File: src/rtl/tpp_pkg.sv
// Shared types, widths and microcode for the trapezoid position profile.
// Used by the channel interfaces, the multiply-accumulate unit and the top level.
package tpp_pkg;

  localparam int unsigned CFG_W     = 40;
  localparam int unsigned TLIM_W    = 32;
  localparam int unsigned ELAPSED_W = 33;
  localparam int unsigned DT_W      = 16;
  localparam int unsigned POS_W     = 42;
  localparam int unsigned FRAC_W    = 16;
  localparam int unsigned MUL_W     = 22;
  localparam int unsigned OPND_W    = 2 * MUL_W;
  localparam int unsigned PP_W      = 2 * MUL_W;
  localparam int unsigned ACC_W     = 2 * OPND_W;
  localparam int unsigned STEP_W    = 5;
  localparam int unsigned CFG_IDX_W = 3;

  localparam logic [STEP_W-1:0] STEP_EMIT = STEP_W'(20);

  typedef enum logic [CFG_IDX_W-1:0] {
    REG_TARGET     = 3'd0,
    REG_FINAL_VEL  = 3'd1,
    REG_ACCEL      = 3'd2,
    REG_VEL_LIMIT  = 3'd3,
    REG_TIME_LIMIT = 3'd4
  } cfg_reg_e;

  typedef enum logic [1:0] {OPA_VF, OPA_ACCEL2, OPA_VMAG, OPA_ACCEL} opa_e;
  typedef enum logic [1:0] {OPB_VF, OPB_REM, OPB_VMAG, OPB_DT} opb_e;
  typedef enum logic [1:0] {ACC_HOLD, ACC_LOAD, ACC_ADD, ACC_SUB} acc_op_e;
  typedef enum logic [2:0] {ACT_NONE, ACT_DECIDE, ACT_VEL, ACT_POS, ACT_EMIT} act_e;
  typedef enum logic [1:0] {SEQ_NEXT, SEQ_SKIP_IF_IDLE, SEQ_END} seq_e;

  // Accumulator control: operation and shift of the partial product in MUL_W steps
  typedef struct packed {
    acc_op_e    op;
    logic [1:0] sh;
  } macc_ctrl_t;

  typedef struct packed {
    opa_e       a_sel;
    logic       a_hi;
    opb_e       b_sel;
    logic       b_hi;
    macc_ctrl_t acc;
    act_e       act;
    seq_e       seq;
  } uword_t;

  function automatic uword_t uw(opa_e a, logic ah, opb_e b, logic bh,
                                acc_op_e op, logic [1:0] sh, act_e act, seq_e seq);
    uword_t w;
    w.a_sel  = a;
    w.a_hi   = ah;
    w.b_sel  = b;
    w.b_hi   = bh;
    w.acc.op = op;
    w.acc.sh = sh;
    w.act    = act;
    w.seq    = seq;
    return w;
  endfunction

  // Control store. The multiplier operands of a step produce a partial product
  // that the accumulator field of the following step consumes.
  //   steps 0..12 : D = vf^2 + 2a*rem - |v|^2, accelerate when D > 0
  //   steps 12..15: a*dt, velocity update
  //   steps 16..19: |v|*dt, setpoint update
  function automatic uword_t ucode(logic [STEP_W-1:0] step);
    case (step)
      5'd0:  return uw(OPA_VF,     1'b0, OPB_VF,   1'b0, ACC_HOLD, 2'd0, ACT_NONE,
                       SEQ_SKIP_IF_IDLE);
      5'd1:  return uw(OPA_VF,     1'b0, OPB_VF,   1'b1, ACC_LOAD, 2'd0, ACT_NONE, SEQ_NEXT);
      5'd2:  return uw(OPA_VF,     1'b1, OPB_VF,   1'b0, ACC_ADD,  2'd1, ACT_NONE, SEQ_NEXT);
      5'd3:  return uw(OPA_VF,     1'b1, OPB_VF,   1'b1, ACC_ADD,  2'd1, ACT_NONE, SEQ_NEXT);
      5'd4:  return uw(OPA_ACCEL2, 1'b0, OPB_REM,  1'b0, ACC_ADD,  2'd2, ACT_NONE, SEQ_NEXT);
      5'd5:  return uw(OPA_ACCEL2, 1'b0, OPB_REM,  1'b1, ACC_ADD,  2'd0, ACT_NONE, SEQ_NEXT);
      5'd6:  return uw(OPA_ACCEL2, 1'b1, OPB_REM,  1'b0, ACC_ADD,  2'd1, ACT_NONE, SEQ_NEXT);
      5'd7:  return uw(OPA_ACCEL2, 1'b1, OPB_REM,  1'b1, ACC_ADD,  2'd1, ACT_NONE, SEQ_NEXT);
      5'd8:  return uw(OPA_VMAG,   1'b0, OPB_VMAG, 1'b0, ACC_ADD,  2'd2, ACT_NONE, SEQ_NEXT);
      5'd9:  return uw(OPA_VMAG,   1'b0, OPB_VMAG, 1'b1, ACC_SUB,  2'd0, ACT_NONE, SEQ_NEXT);
      5'd10: return uw(OPA_VMAG,   1'b1, OPB_VMAG, 1'b0, ACC_SUB,  2'd1, ACT_NONE, SEQ_NEXT);
      5'd11: return uw(OPA_VMAG,   1'b1, OPB_VMAG, 1'b1, ACC_SUB,  2'd1, ACT_NONE, SEQ_NEXT);
      5'd12: return uw(OPA_ACCEL,  1'b0, OPB_DT,   1'b0, ACC_SUB,  2'd2, ACT_NONE, SEQ_NEXT);
      5'd13: return uw(OPA_ACCEL,  1'b1, OPB_DT,   1'b0, ACC_LOAD, 2'd0, ACT_DECIDE, SEQ_NEXT);
      5'd14: return uw(OPA_VMAG,   1'b0, OPB_DT,   1'b0, ACC_ADD,  2'd1, ACT_NONE, SEQ_NEXT);
      5'd15: return uw(OPA_VMAG,   1'b0, OPB_DT,   1'b0, ACC_HOLD, 2'd0, ACT_VEL,  SEQ_NEXT);
      5'd16: return uw(OPA_VMAG,   1'b0, OPB_DT,   1'b0, ACC_HOLD, 2'd0, ACT_NONE, SEQ_NEXT);
      5'd17: return uw(OPA_VMAG,   1'b1, OPB_DT,   1'b0, ACC_LOAD, 2'd0, ACT_NONE, SEQ_NEXT);
      5'd18: return uw(OPA_VMAG,   1'b0, OPB_DT,   1'b0, ACC_ADD,  2'd1, ACT_NONE, SEQ_NEXT);
      5'd19: return uw(OPA_VMAG,   1'b0, OPB_DT,   1'b0, ACC_HOLD, 2'd0, ACT_POS,  SEQ_NEXT);
      default: return uw(OPA_VF,   1'b0, OPB_VF,   1'b0, ACC_HOLD, 2'd0, ACT_EMIT, SEQ_END);
    endcase
  endfunction

endpackage

File: src/rtl/tpp_in_if.sv
// Input channel of the trapezoid position profile: valid/ready plus command and time step.
// Depends on tpp_pkg.
interface tpp_in_if;
  import tpp_pkg::*;

  logic              valid;
  logic              ready;
  logic              command;
  logic [DT_W-1:0]   time_step;

  modport source (output valid, command, time_step, input ready);
  modport sink   (input valid, command, time_step, output ready);
endinterface

File: src/rtl/tpp_out_if.sv
// Output channel of the trapezoid position profile: valid/ready plus wheel setpoints.
// Depends on tpp_pkg.
interface tpp_out_if;
  import tpp_pkg::*;

  logic                    valid;
  logic                    ready;
  logic signed [POS_W-1:0] left_position;
  logic signed [POS_W-1:0] right_position;
  logic                    done_res;

  modport source (output valid, left_position, right_position, done_res, input ready);
  modport sink   (input valid, left_position, right_position, done_res, output ready);
endinterface

File: src/rtl/tpp_macc.sv
// Shared 22x22 multiplier with a registered partial product and a shifting accumulator.
// Depends on tpp_pkg.
module tpp_macc (
  input  logic                        clk_i,
  input  logic [tpp_pkg::MUL_W-1:0]   mul_a_i,
  input  logic [tpp_pkg::MUL_W-1:0]   mul_b_i,
  input  tpp_pkg::macc_ctrl_t         ctrl_i,
  output logic [tpp_pkg::ACC_W-1:0]   acc_o
);
  import tpp_pkg::*;

  logic [PP_W-1:0]  pp_q;
  logic [ACC_W-1:0] acc_q, acc_d, pp_sh;

  always_comb begin
    pp_sh = ACC_W'(pp_q) << (ctrl_i.sh * MUL_W);
    case (ctrl_i.op)
      ACC_LOAD: acc_d = pp_sh;
      ACC_ADD:  acc_d = acc_q + pp_sh;
      ACC_SUB:  acc_d = acc_q - pp_sh;
      default:  acc_d = acc_q;
    endcase
  end

  always_ff @(posedge clk_i) begin
    pp_q  <= mul_a_i * mul_b_i;
    acc_q <= acc_d;
  end

  assign acc_o = acc_q;
endmodule

File: src/rtl/trapezoid_position_profile.sv
// Top level of the trapezoid position profile: config registers, profile state and
// microcode sequencer. Depends on tpp_pkg, tpp_in_if, tpp_out_if and tpp_macc.
//
//  channel   | dir | transfer when         | payload
//  ----------+-----+-----------------------+-------------------------------------------
//  in_i      | in  | valid && ready        | command, time_step
//  out_o     | out | valid && ready        | left_position, right_position, done_res
//  cfg       | in  | cfg_we_i              | cfg_idx_i, cfg_data_i
//
// A moving tick runs the 21-step control program, and the one shared 22x22 multiplier
// builds the stopping-distance products, a*dt and |v|*dt in halves.
// A start or a tick on a finished profile skips to the last step.
// One item in work at a time; a result held by a stalled sink holds the last step.
// Reset is asynchronous: it clears the profile state and loads the register defaults.
module trapezoid_position_profile (
  input  logic                           clk_i,
  input  logic                           rst_ni,
  input  logic                           cfg_we_i,
  input  logic [tpp_pkg::CFG_IDX_W-1:0]  cfg_idx_i,
  input  logic [tpp_pkg::CFG_W-1:0]      cfg_data_i,
  tpp_in_if.sink                         in_i,
  tpp_out_if.source                      out_o
);
  import tpp_pkg::*;

  // Configuration registers
  logic [CFG_W-1:0]  tgt_q, vf_q, accel_q, vlim_q;
  logic [TLIM_W-1:0] tlim_q;

  // Profile state
  logic signed [POS_W-1:0] sp_q, v_q;
  logic [ELAPSED_W-1:0]    elapsed_q;
  logic                    speed_up_q;

  // Sequencer and held item
  logic              busy_q;
  logic [STEP_W-1:0] step_q;
  logic              cmd_q;
  logic [DT_W-1:0]   dt_q;

  // Result register
  logic                    out_valid_q;
  logic signed [POS_W-1:0] left_q, right_q;
  logic                    done_q;

  uword_t            uw_cur;
  macc_ctrl_t        macc_ctrl;
  logic [ACC_W-1:0]  acc;
  logic [OPND_W-1:0] opa_word, opb_word;
  logic [MUL_W-1:0]  mul_a, mul_b;
  logic [POS_W-1:0]  vmag, rem;
  logic              done, idle_item, out_free, accept, emit;
  logic [CFG_W-1:0]  dv;
  logic [POS_W:0]    v_dec;
  logic [POS_W-1:0]  v_next;
  logic [POS_W+16:0] prod_mag, prod_sgn;
  logic [POS_W:0]    delta;
  logic [POS_W+1:0]  sp_sum;
  logic [POS_W-1:0]  sp_next;

  localparam logic [POS_W+1:0] SP_MIN = 44'hE00_0000_0001;

  assign uw_cur = ucode(step_q);

  always_comb begin
    vmag = v_q[POS_W-1] ? POS_W'(-v_q) : POS_W'(v_q);
    rem  = {2'b00, tgt_q} - POS_W'(sp_q);
    done = !(($signed(sp_q) < $signed({2'b00, tgt_q})) &&
             (elapsed_q < {1'b0, tlim_q}));
    idle_item = !cmd_q || done;
    out_free  = !out_valid_q || out_o.ready;
    accept    = in_i.valid && !busy_q;
    // load the result register from the last step once it is free
    emit      = busy_q && (uw_cur.act == ACT_EMIT) && out_free;

    // Operand selection, one 22-bit half per side
    case (uw_cur.a_sel)
      OPA_VF:     opa_word = OPND_W'(vf_q);
      OPA_ACCEL2: opa_word = OPND_W'({accel_q, 1'b0});
      OPA_VMAG:   opa_word = OPND_W'(vmag);
      default:    opa_word = OPND_W'(accel_q);
    endcase
    case (uw_cur.b_sel)
      OPB_VF:   opb_word = OPND_W'(vf_q);
      OPB_REM:  opb_word = OPND_W'(rem);
      OPB_VMAG: opb_word = OPND_W'(vmag);
      default:  opb_word = OPND_W'(dt_q);
    endcase
    mul_a = uw_cur.a_hi ? opa_word[OPND_W-1:MUL_W] : opa_word[MUL_W-1:0];
    mul_b = uw_cur.b_hi ? opb_word[OPND_W-1:MUL_W] : opb_word[MUL_W-1:0];

    macc_ctrl.op = busy_q ? uw_cur.acc.op : ACC_HOLD;
    macc_ctrl.sh = uw_cur.acc.sh;

    // Velocity: clamp to the limit or add a*dt when speeding up, else subtract and
    // saturate at the most negative value
    dv    = acc[CFG_W+FRAC_W-1:FRAC_W];
    v_dec = {v_q[POS_W-1], v_q} - {3'b000, dv};
    if (speed_up_q) begin
      if ($signed({2'b00, vlim_q}) <= v_q) v_next = {2'b00, vlim_q};
      else                                 v_next = POS_W'(v_q) + {2'b00, dv};
    end else if (v_dec[POS_W] && !v_dec[POS_W-1]) begin
      v_next = {1'b1, {(POS_W-1){1'b0}}};
    end else begin
      v_next = v_dec[POS_W-1:0];
    end

    // Setpoint: floor(v*dt / 2^16), clamp above to the target and below so the
    // negated setpoint still fits
    prod_mag = {1'b0, acc[POS_W+DT_W-1:0]};
    prod_sgn = v_q[POS_W-1] ? -prod_mag : prod_mag;
    delta    = prod_sgn[POS_W+16:FRAC_W];
    sp_sum   = {{2{sp_q[POS_W-1]}}, sp_q} + {delta[POS_W], delta};
    if ($signed(sp_sum) > $signed({4'b0000, tgt_q})) sp_next = {2'b00, tgt_q};
    else if ($signed(sp_sum) < $signed(SP_MIN))      sp_next = SP_MIN[POS_W-1:0];
    else                                             sp_next = sp_sum[POS_W-1:0];
  end

  tpp_macc u_macc (
    .clk_i   (clk_i),
    .mul_a_i (mul_a),
    .mul_b_i (mul_b),
    .ctrl_i  (macc_ctrl),
    .acc_o   (acc)
  );

  // Payload registers of the held item and the result
  always_ff @(posedge clk_i) begin
    if (accept) begin
      cmd_q <= in_i.command;
      dt_q  <= in_i.time_step;
    end
    if (emit) begin
      left_q  <= -sp_q;
      right_q <= sp_q;
      done_q  <= done;
    end
  end

  always_ff @(posedge clk_i or negedge rst_ni) begin
    if (!rst_ni) begin
      tgt_q       <= '0;
      vf_q        <= '0;
      accel_q     <= CFG_W'(65536);
      vlim_q      <= '0;
      tlim_q      <= '0;
      sp_q        <= '0;
      v_q         <= '0;
      elapsed_q   <= '0;
      speed_up_q  <= 1'b0;
      busy_q      <= 1'b0;
      step_q      <= '0;
      out_valid_q <= 1'b0;
    end else begin
      if (cfg_we_i) begin
        case (cfg_idx_i)
          REG_TARGET:     tgt_q   <= cfg_data_i;
          REG_FINAL_VEL:  vf_q    <= cfg_data_i;
          REG_ACCEL:      accel_q <= cfg_data_i;
          REG_VEL_LIMIT:  vlim_q  <= cfg_data_i;
          REG_TIME_LIMIT: tlim_q  <= cfg_data_i[TLIM_W-1:0];
          default: ;
        endcase
      end

      // a new result replaces the one leaving in the same cycle
      if (emit)             out_valid_q <= 1'b1;
      else if (out_o.ready) out_valid_q <= 1'b0;

      if (accept) begin
        busy_q <= 1'b1;
        step_q <= '0;
        // start command: clear the profile right away
        if (!in_i.command) begin
          sp_q      <= '0;
          v_q       <= '0;
          elapsed_q <= '0;
        end
      end else if (busy_q) begin
        case (uw_cur.act)
          ACT_DECIDE: speed_up_q <= !acc[ACC_W-1] && (|acc);
          ACT_VEL:    v_q        <= v_next;
          ACT_POS: begin
            sp_q      <= sp_next;
            elapsed_q <= elapsed_q + ELAPSED_W'(dt_q);
          end
          default: ;
        endcase

        case (uw_cur.seq)
          SEQ_SKIP_IF_IDLE: step_q <= idle_item ? STEP_EMIT : step_q + STEP_W'(1);
          SEQ_END: begin
            // hold the last step until the result register is free
            if (out_free) busy_q <= 1'b0;
          end
          default: step_q <= step_q + STEP_W'(1);
        endcase
      end
    end
  end

  assign in_i.ready           = !busy_q;
  assign out_o.valid          = out_valid_q;
  assign out_o.left_position  = left_q;
  assign out_o.right_position = right_q;
  assign out_o.done_res       = done_q;
endmodule

File: src/flat_wrapper.sv
// flat-port wrapper written by rule: the top's interface ports become plain ports
module trapezoid_position_profile_flat import tpp_pkg::*;
  (clk_i, rst_ni, cfg_we_i, cfg_idx_i, cfg_data_i, in_i_valid, in_i_command, in_i_time_step, in_i_ready, out_o_valid, out_o_left_position, out_o_right_position, out_o_done_res, out_o_ready);
  tpp_in_if in_i_i ();
  tpp_out_if out_o_i ();
  input  logic clk_i;
  input  logic rst_ni;
  input  logic cfg_we_i;
  input  logic [tpp_pkg::CFG_IDX_W-1:0] cfg_idx_i;
  input  logic [tpp_pkg::CFG_W-1:0] cfg_data_i;
  input wire logic [$bits(in_i_i.valid)-1:0] in_i_valid;
  input wire logic [$bits(in_i_i.command)-1:0] in_i_command;
  input wire logic [$bits(in_i_i.time_step)-1:0] in_i_time_step;
  output wire logic [$bits(in_i_i.ready)-1:0] in_i_ready;
  output wire logic [$bits(out_o_i.valid)-1:0] out_o_valid;
  output wire logic [$bits(out_o_i.left_position)-1:0] out_o_left_position;
  output wire logic [$bits(out_o_i.right_position)-1:0] out_o_right_position;
  output wire logic [$bits(out_o_i.done_res)-1:0] out_o_done_res;
  input wire logic [$bits(out_o_i.ready)-1:0] out_o_ready;
  assign in_i_i.valid = in_i_valid;
  assign in_i_i.command = in_i_command;
  assign in_i_i.time_step = in_i_time_step;
  assign in_i_ready = in_i_i.ready;
  assign out_o_valid = out_o_i.valid;
  assign out_o_left_position = out_o_i.left_position;
  assign out_o_right_position = out_o_i.right_position;
  assign out_o_done_res = out_o_i.done_res;
  assign out_o_i.ready = out_o_ready;
  trapezoid_position_profile u_core (.clk_i(clk_i), .rst_ni(rst_ni), .cfg_we_i(cfg_we_i), .cfg_idx_i(cfg_idx_i), .cfg_data_i(cfg_data_i), .in_i(in_i_i), .out_o(out_o_i));
endmodule
File: config.mk
export PLATFORM = sky130hd
export DESIGN_NAME = trapezoid_position_profile_flat
export DESIGN_NICKNAME = d
export VERILOG_FILES = /design/src/rtl/tpp_pkg.sv /design/src/rtl/tpp_in_if.sv /design/src/rtl/tpp_out_if.sv /design/src/rtl/tpp_macc.sv /design/src/rtl/trapezoid_position_profile.sv /design/src/flat_wrapper.sv
export SDC_FILE = /design/constraint.sdc
export NUM_CORES = 2
export LEC_CHECK = 0
export BUFFER_PORTS_ARGS = -buffer_cell sky130_fd_sc_hd__buf_2
export CORE_ASPECT_RATIO = 0.6
export CORE_MARGIN = 2
export CORE_UTILIZATION = 50
export CTS_CLUSTER_SIZE = 24
export DETAILED_ROUTE_END_ITERATION = 10
export HOLD_SLACK_MARGIN = 0.06
export PLACE_DENSITY = 0.66
export REMOVE_ABC_BUFFERS = 1
export SYNTH_ARGS = -nofsm -noshare
export SYNTH_HDL_FRONTEND = slang
export SYNTH_SLANG_ARGS = --single-unit
File: constraint.sdc
create_clock -name clk_i -period 25.9 [get_ports clk_i]
set_input_delay 6.475 -clock clk_i [delete_from_list [all_inputs] [get_ports clk_i]]
set_output_delay 6.475 -clock clk_i [all_outputs]
set_load 0.1 [all_outputs]
==> flow_summary.html <==
<table>
<tr><th>Metric</th><th>Value</th></tr>
<tr><th colspan="2">Status</th></tr>
<tr><td>Status</td><td>finished clean</td></tr>
<tr><th colspan="2">Floorplan</th></tr>
<tr><td>Area of the core</td><td>126000 sq um</td></tr>
<tr><td>Full die area</td><td>131000 sq um</td></tr>
<tr><td>Initial core utilization</td><td>50.4%</td></tr>
<tr><td>Die outline height</td><td>281 microns</td></tr>
<tr><td>Total I/O pin count</td><td>152</td></tr>
<tr><td>Die W</td><td>465 microns</td></tr>
<tr><td>Row count</td><td>101</td></tr>
<tr><th colspan="2">CTS</th></tr>
<tr><td>Deepest clock path buffer count</td><td>3</td></tr>
<tr><td>Number of sinks on the clock net</td><td>550</td></tr>
<tr><td>Number of buffers inserted during clock tree synthesis</td><td>59</td></tr>
<tr><td>Clock Root Buffer</td><td>sky130_fd_sc_hd__clkbuf_16</td></tr>
<tr><td>Count of hold buffers inserted by post-cts repair</td><td>0</td></tr>
<tr><td>Htree depth</td><td>2</td></tr>
<tr><td>Post-cts gate resize count</td><td>0</td></tr>
<tr><td>Insertion delay to the later sink of the worst-skew pair</td><td>0.73 ns</td></tr>
<tr><td>Clock-pin transition on the worst setup and hold timing paths</td><td>0.07 ns</td></tr>
<tr><td>Buffers inserted by post-CTS timing repair</td><td>0</td></tr>
<tr><td>Clock tree from TritonCTS</td><td>yes</td></tr>
<tr><th colspan="2">Logic synthesis</th></tr>
<tr><td>Area fraction in compound gates after synthesis</td><td>19.8%</td></tr>
<tr><td>Number of warnings printed during yosys synthesis</td><td>0</td></tr>
<tr><td>Async S/R FF share, synth</td><td>57.6%</td></tr>
<tr><td>Most area-consuming cells after synthesis</td><td>sky130_fd_sc_hd__fa_1 (13%), sky130_fd_sc_hd__dfrtp_1 (12%), sky130_fd_sc_hd__ha_1 (12%)</td></tr>
<tr><td>Xor-xnor portion of the synthesized cell area</td><td>6.30%</td></tr>
<tr><td>Area share of the largest cell type after synthesis</td><td>12.6%</td></tr>
<tr><td>Total of flip-flops plus latches after synthesis</td><td>550</td></tr>
<tr><td>Multiplexer share of the synthesized area</td><td>3.67%</td></tr>
<tr><td>Number of different library cells in the post-synthesis netlist</td><td>102</td></tr>
<tr><td>Average size of a mapped cell</td><td>8.46 sq um</td></tr>
<tr><td>Cell accounting for the most synthesized area</td><td>sky130_fd_sc_hd__fa_1</td></tr>
<tr><td>Commonest cells in the synthesized netlist</td><td>sky130_fd_sc_hd__nand2_1 (864), sky130_fd_sc_hd__inv_1 (768), sky130_fd_sc_hd__ha_1 (589), sky130_fd_sc_hd__nor2_1 (568), sky130_fd_sc_hd__o21ai_0 (500)</td></tr>
<tr><td>Synthesized netlist cell count</td><td>7541</td></tr>
<tr><td>Fraction of the mapped netlist area in adder cells</td><td>24.2%</td></tr>
<tr><td>Sequential cell area fraction in the yosys report</td><td>22.7%</td></tr>
<tr><td>Most used DFF post-synth</td><td>sky130_fd_sc_hd__dfrtp_1</td></tr>
<tr><td>Main combinational cell family by area after synthesis</td><td>adder cells</td></tr>
<tr><td>Cell area after synthesis</td><td>63800 sq um</td></tr>
<tr><td>Number of flops mapped to enable cells by yosys</td><td>189</td></tr>
<tr><td>Cell with the most instances after synthesis</td><td>sky130_fd_sc_hd__nand2_1</td></tr>
<tr><td>Fraction of the mapped netlist area in simple logic gates</td><td>16.6%</td></tr>
<tr><th colspan="2">Global route</th></tr>
<tr><td>Vias in the first global route</td><td>56100</td></tr>
<tr><td>Met1 track demand over resource in global routing</td><td>59.8%</td></tr>
<tr><td>Initial antenna violation count</td><td>17</td></tr>
<tr><td>Highest-utilization routing layer at the global route stage</td><td>met1</td></tr>
<tr><td>Global-route track usage on met3</td><td>19.4%</td></tr>
<tr><td>Overflow left after global routing</td><td>0</td></tr>
<tr><td>Overall global routing resource usage</td><td>39.5%</td></tr>
<tr><td>Maximum number of pins on one net before global-route repair</td><td>86</td></tr>
<tr><td>Global-route wire length before repair</td><td>384000 microns</td></tr>
<tr><td>Global Route met2 Usage</td><td>47.6%</td></tr>
<tr><th colspan="2">Placement</th></tr>
<tr><td>Placed cell count</td><td>9155</td></tr>
<tr><td>DP HPWL</td><td>209000 microns</td></tr>
<tr><td>Final RePlAce weighted congestion</td><td>1.08</td></tr>
<tr><td>Placement-stage cell area</td><td>66600 sq um</td></tr>
<tr><td>Buffers added on ports</td><td>151</td></tr>
<tr><th colspan="2">Critical path</th></tr>
<tr><td>Startpoint type of the worst setup path</td><td>flop</td></tr>
<tr><td>CP peak stage delay</td><td>0.67 ns</td></tr>
<tr><td>Most common cell on crit path</td><td>sky130_fd_sc_hd__fa_1</td></tr>
<tr><td>Master of the slowest instance on the critical path</td><td>sky130_fd_sc_hd__a2111oi_0</td></tr>
<tr><td>Start point of the critical path</td><td>u_core.sp_q[13]</td></tr>
<tr><td>WP data arrival</td><td>12.80 ns</td></tr>
<tr><td>Req. time, crit path</td><td>26.45 ns</td></tr>
<tr><td>Critical register-to-register path startpoint</td><td>u_core.sp_q[13]</td></tr>
<tr><td>Sort of element at the end of the critical path</td><td>flop</td></tr>
<tr><td>Critical path peak fanout</td><td>15</td></tr>
<tr><td>Startpoint-to-endpoint class of the critical path</td><td>reg2reg</td></tr>
<tr><th colspan="2">Final layout</th></tr>
<tr><td>Post-route cell area</td><td>68700 sq um</td></tr>
<tr><td>Number of nets in the layout</td><td>8574</td></tr>
<tr><td>Synthesis-to-layout area growth</td><td>7.73%</td></tr>
<tr><td>Number of standard cells in the layout, taps in and fillers out</td><td>9291</td></tr>
<tr><td>Proportion of layout cells with a drive suffix above 1</td><td>8.60%</td></tr>
<tr><th colspan="2">Routing</th></tr>
<tr><td>DRC violations left</td><td>0</td></tr>
<tr><td>Detailed Route Iter0 Violations</td><td>9235</td></tr>
<tr><td>Average detailed-routed wire length per instance</td><td>28.3 microns</td></tr>
<tr><td>Final wirelength</td><td>263000 microns</td></tr>
<tr><td>ANT nets after route</td><td>0</td></tr>
<tr><td>Number of detailed-routing iterations run before antenna repair</td><td>10</td></tr>
<tr><td>Total number of vias</td><td>60400</td></tr>
<tr><td>Drt via density</td><td>6.50</td></tr>
<tr><th colspan="2">Worst hold path</th></tr>
<tr><td>Hold Path Class</td><td>reg2reg</td></tr>
<tr><td>Start point of the worst hold path</td><td>u_core.vf_q[25]</td></tr>
<tr><th colspan="2">STA</th></tr>
<tr><td>Final setup violation count</td><td>0</td></tr>
<tr><td>Transition time of the tightest slew-check pin</td><td>1.46 ns</td></tr>
<tr><td>Number of pins with negative max-slew slack in the final report</td><td>0</td></tr>
<tr><td>Setup repair after global routing missed its margin</td><td>no</td></tr>
<tr><td>Setup_tns</td><td>0 ns</td></tr>
<tr><td>Post-route clock period utilization</td><td>47.3%</td></tr>
<tr><td>Min Tclk post-route</td><td>12.25 ns</td></tr>
<tr><td>Final Hold Vio Count</td><td>0</td></tr>
<tr><td>Maximum achievable frequency</td><td>0.0816 GHz</td></tr>
<tr><td>Slew HR</td><td>2.81%</td></tr>
<tr><td>Final Skew</td><td>0.0693 ns</td></tr>
<tr><th colspan="2">Flow run</th></tr>
<tr><td>Total of max-cap violations</td><td>0</td></tr>
</table>
[flip-flops by register name (all words and copies together) (netlist names)]
register	count
u_core.cmd_q	1
u_core.tgt_q	40
u_core.speed_up_q	1
u_core.out_o.valid	1
u_core.out_o.right_position	42
u_core.dt_q	16
u_core.out_o.left_position	41
u_core.sp_q	42
u_core.vf_q	40
u_core.accel_q	40
u_core.tlim_q	32
u_core.out_o.done_res	1
u_core.u_macc.pp_q	44
u_core.busy_q	1
u_core.step_q	5
u_core.u_macc.acc_o	88
u_core.vlim_q	40
u_core.v_q	42
u_core.elapsed_q	33
[worst paths after layout]
path / to / slack, ns / cells past startpoint
worst max-delay path: u_core.u_macc.pp_q[42] / 13.65 / 37
worst min-delay path: u_core.vf_q[25] / 0.52 / 1
worst max register to register: u_core.u_macc.pp_q[42] / 13.65 / 37
worst min register to register: u_core.vf_q[25] / 0.52 / 1
max in group asynchronous: u_core.accel_q[24] / 17.81 / 3
min in group asynchronous: u_core.sp_q[19] / 5.77 / 1
[kinds of logic after synthesis]
family / count (synthesis)
buffers and inverters: 1132
AOI/OAI and AO/OA: 1939
DFF: 550
xor gates and xnor gates: 459
and+or+nand+nor: 2289
adders and majority gates: 992
muxes: 180
[worst max-delay path: cells and delay by family (launching register included)]
kind	cells	cell delay (ns)
flops	1	0.45
simple gates	6	1.53
fa+ha+maj	9	4.38
compound gates	15	4.62
xor+xnor	2	0.78
buf+inv	5	0.35
[metal layers]
layer,routed length (microns),part of all wire (%)
met3,45100,17
met5,48,0.018
met2,92200,35
met4,8140,3.1
met1,117000,45
[per-stage QoR]
| stage | util (%) | setup slack [ns] | hold WS, ns |
|---|---|---|---|
| finish | 54.3 | 13.65 | 0.520 |
| global route | 54.3 | 12.95 | 0.535 |
| CTS | 54.3 | 14.05 | 0.511 |
| detailed placement | 52.6 | 14.18 | 0.495 |
| global placement | 52.6 | 14.32 | 0.489 |
| floorplan | - | 13.56 | 0.469 |
[area by class of cell]
cell class / count / area (sq um)
sequential: 550 / 14500
fill: 11800 / 57800
antenna: 24 / 60.1
clock buffer: 92 / 1840
inverter: 775 / 2910
clock inverter: 20 / 263
timing repair buffer: 272 / 1670
tap: 1699 / 2130
multi-input combinational: 5859 / 45400
[cells in the final DEF, fill, tap and decap left out, types with 121 or more instances in the layout]
cell type	Yosys	final
sky130_fd_sc_hd__a21o_1	169	169
sky130_fd_sc_hd__a21oi_1	498	495
sky130_fd_sc_hd__buf_2	19	150
sky130_fd_sc_hd__buf_4	3	121
sky130_fd_sc_hd__dfrtp_1	316	315
sky130_fd_sc_hd__edfxtp_1	189	189
sky130_fd_sc_hd__fa_1	403	403
sky130_fd_sc_hd__ha_1	589	589
sky130_fd_sc_hd__inv_1	768	768
sky130_fd_sc_hd__mux2_2	122	122
sky130_fd_sc_hd__nand2_1	864	863
sky130_fd_sc_hd__nand3_1	171	169
sky130_fd_sc_hd__nor2_1	568	557
sky130_fd_sc_hd__o21ai_0	500	496
sky130_fd_sc_hd__xnor2_1	352	352
Power is not shown: default switching activity piles up to over one toggle a cycle in this logic, so the estimate is an artifact.
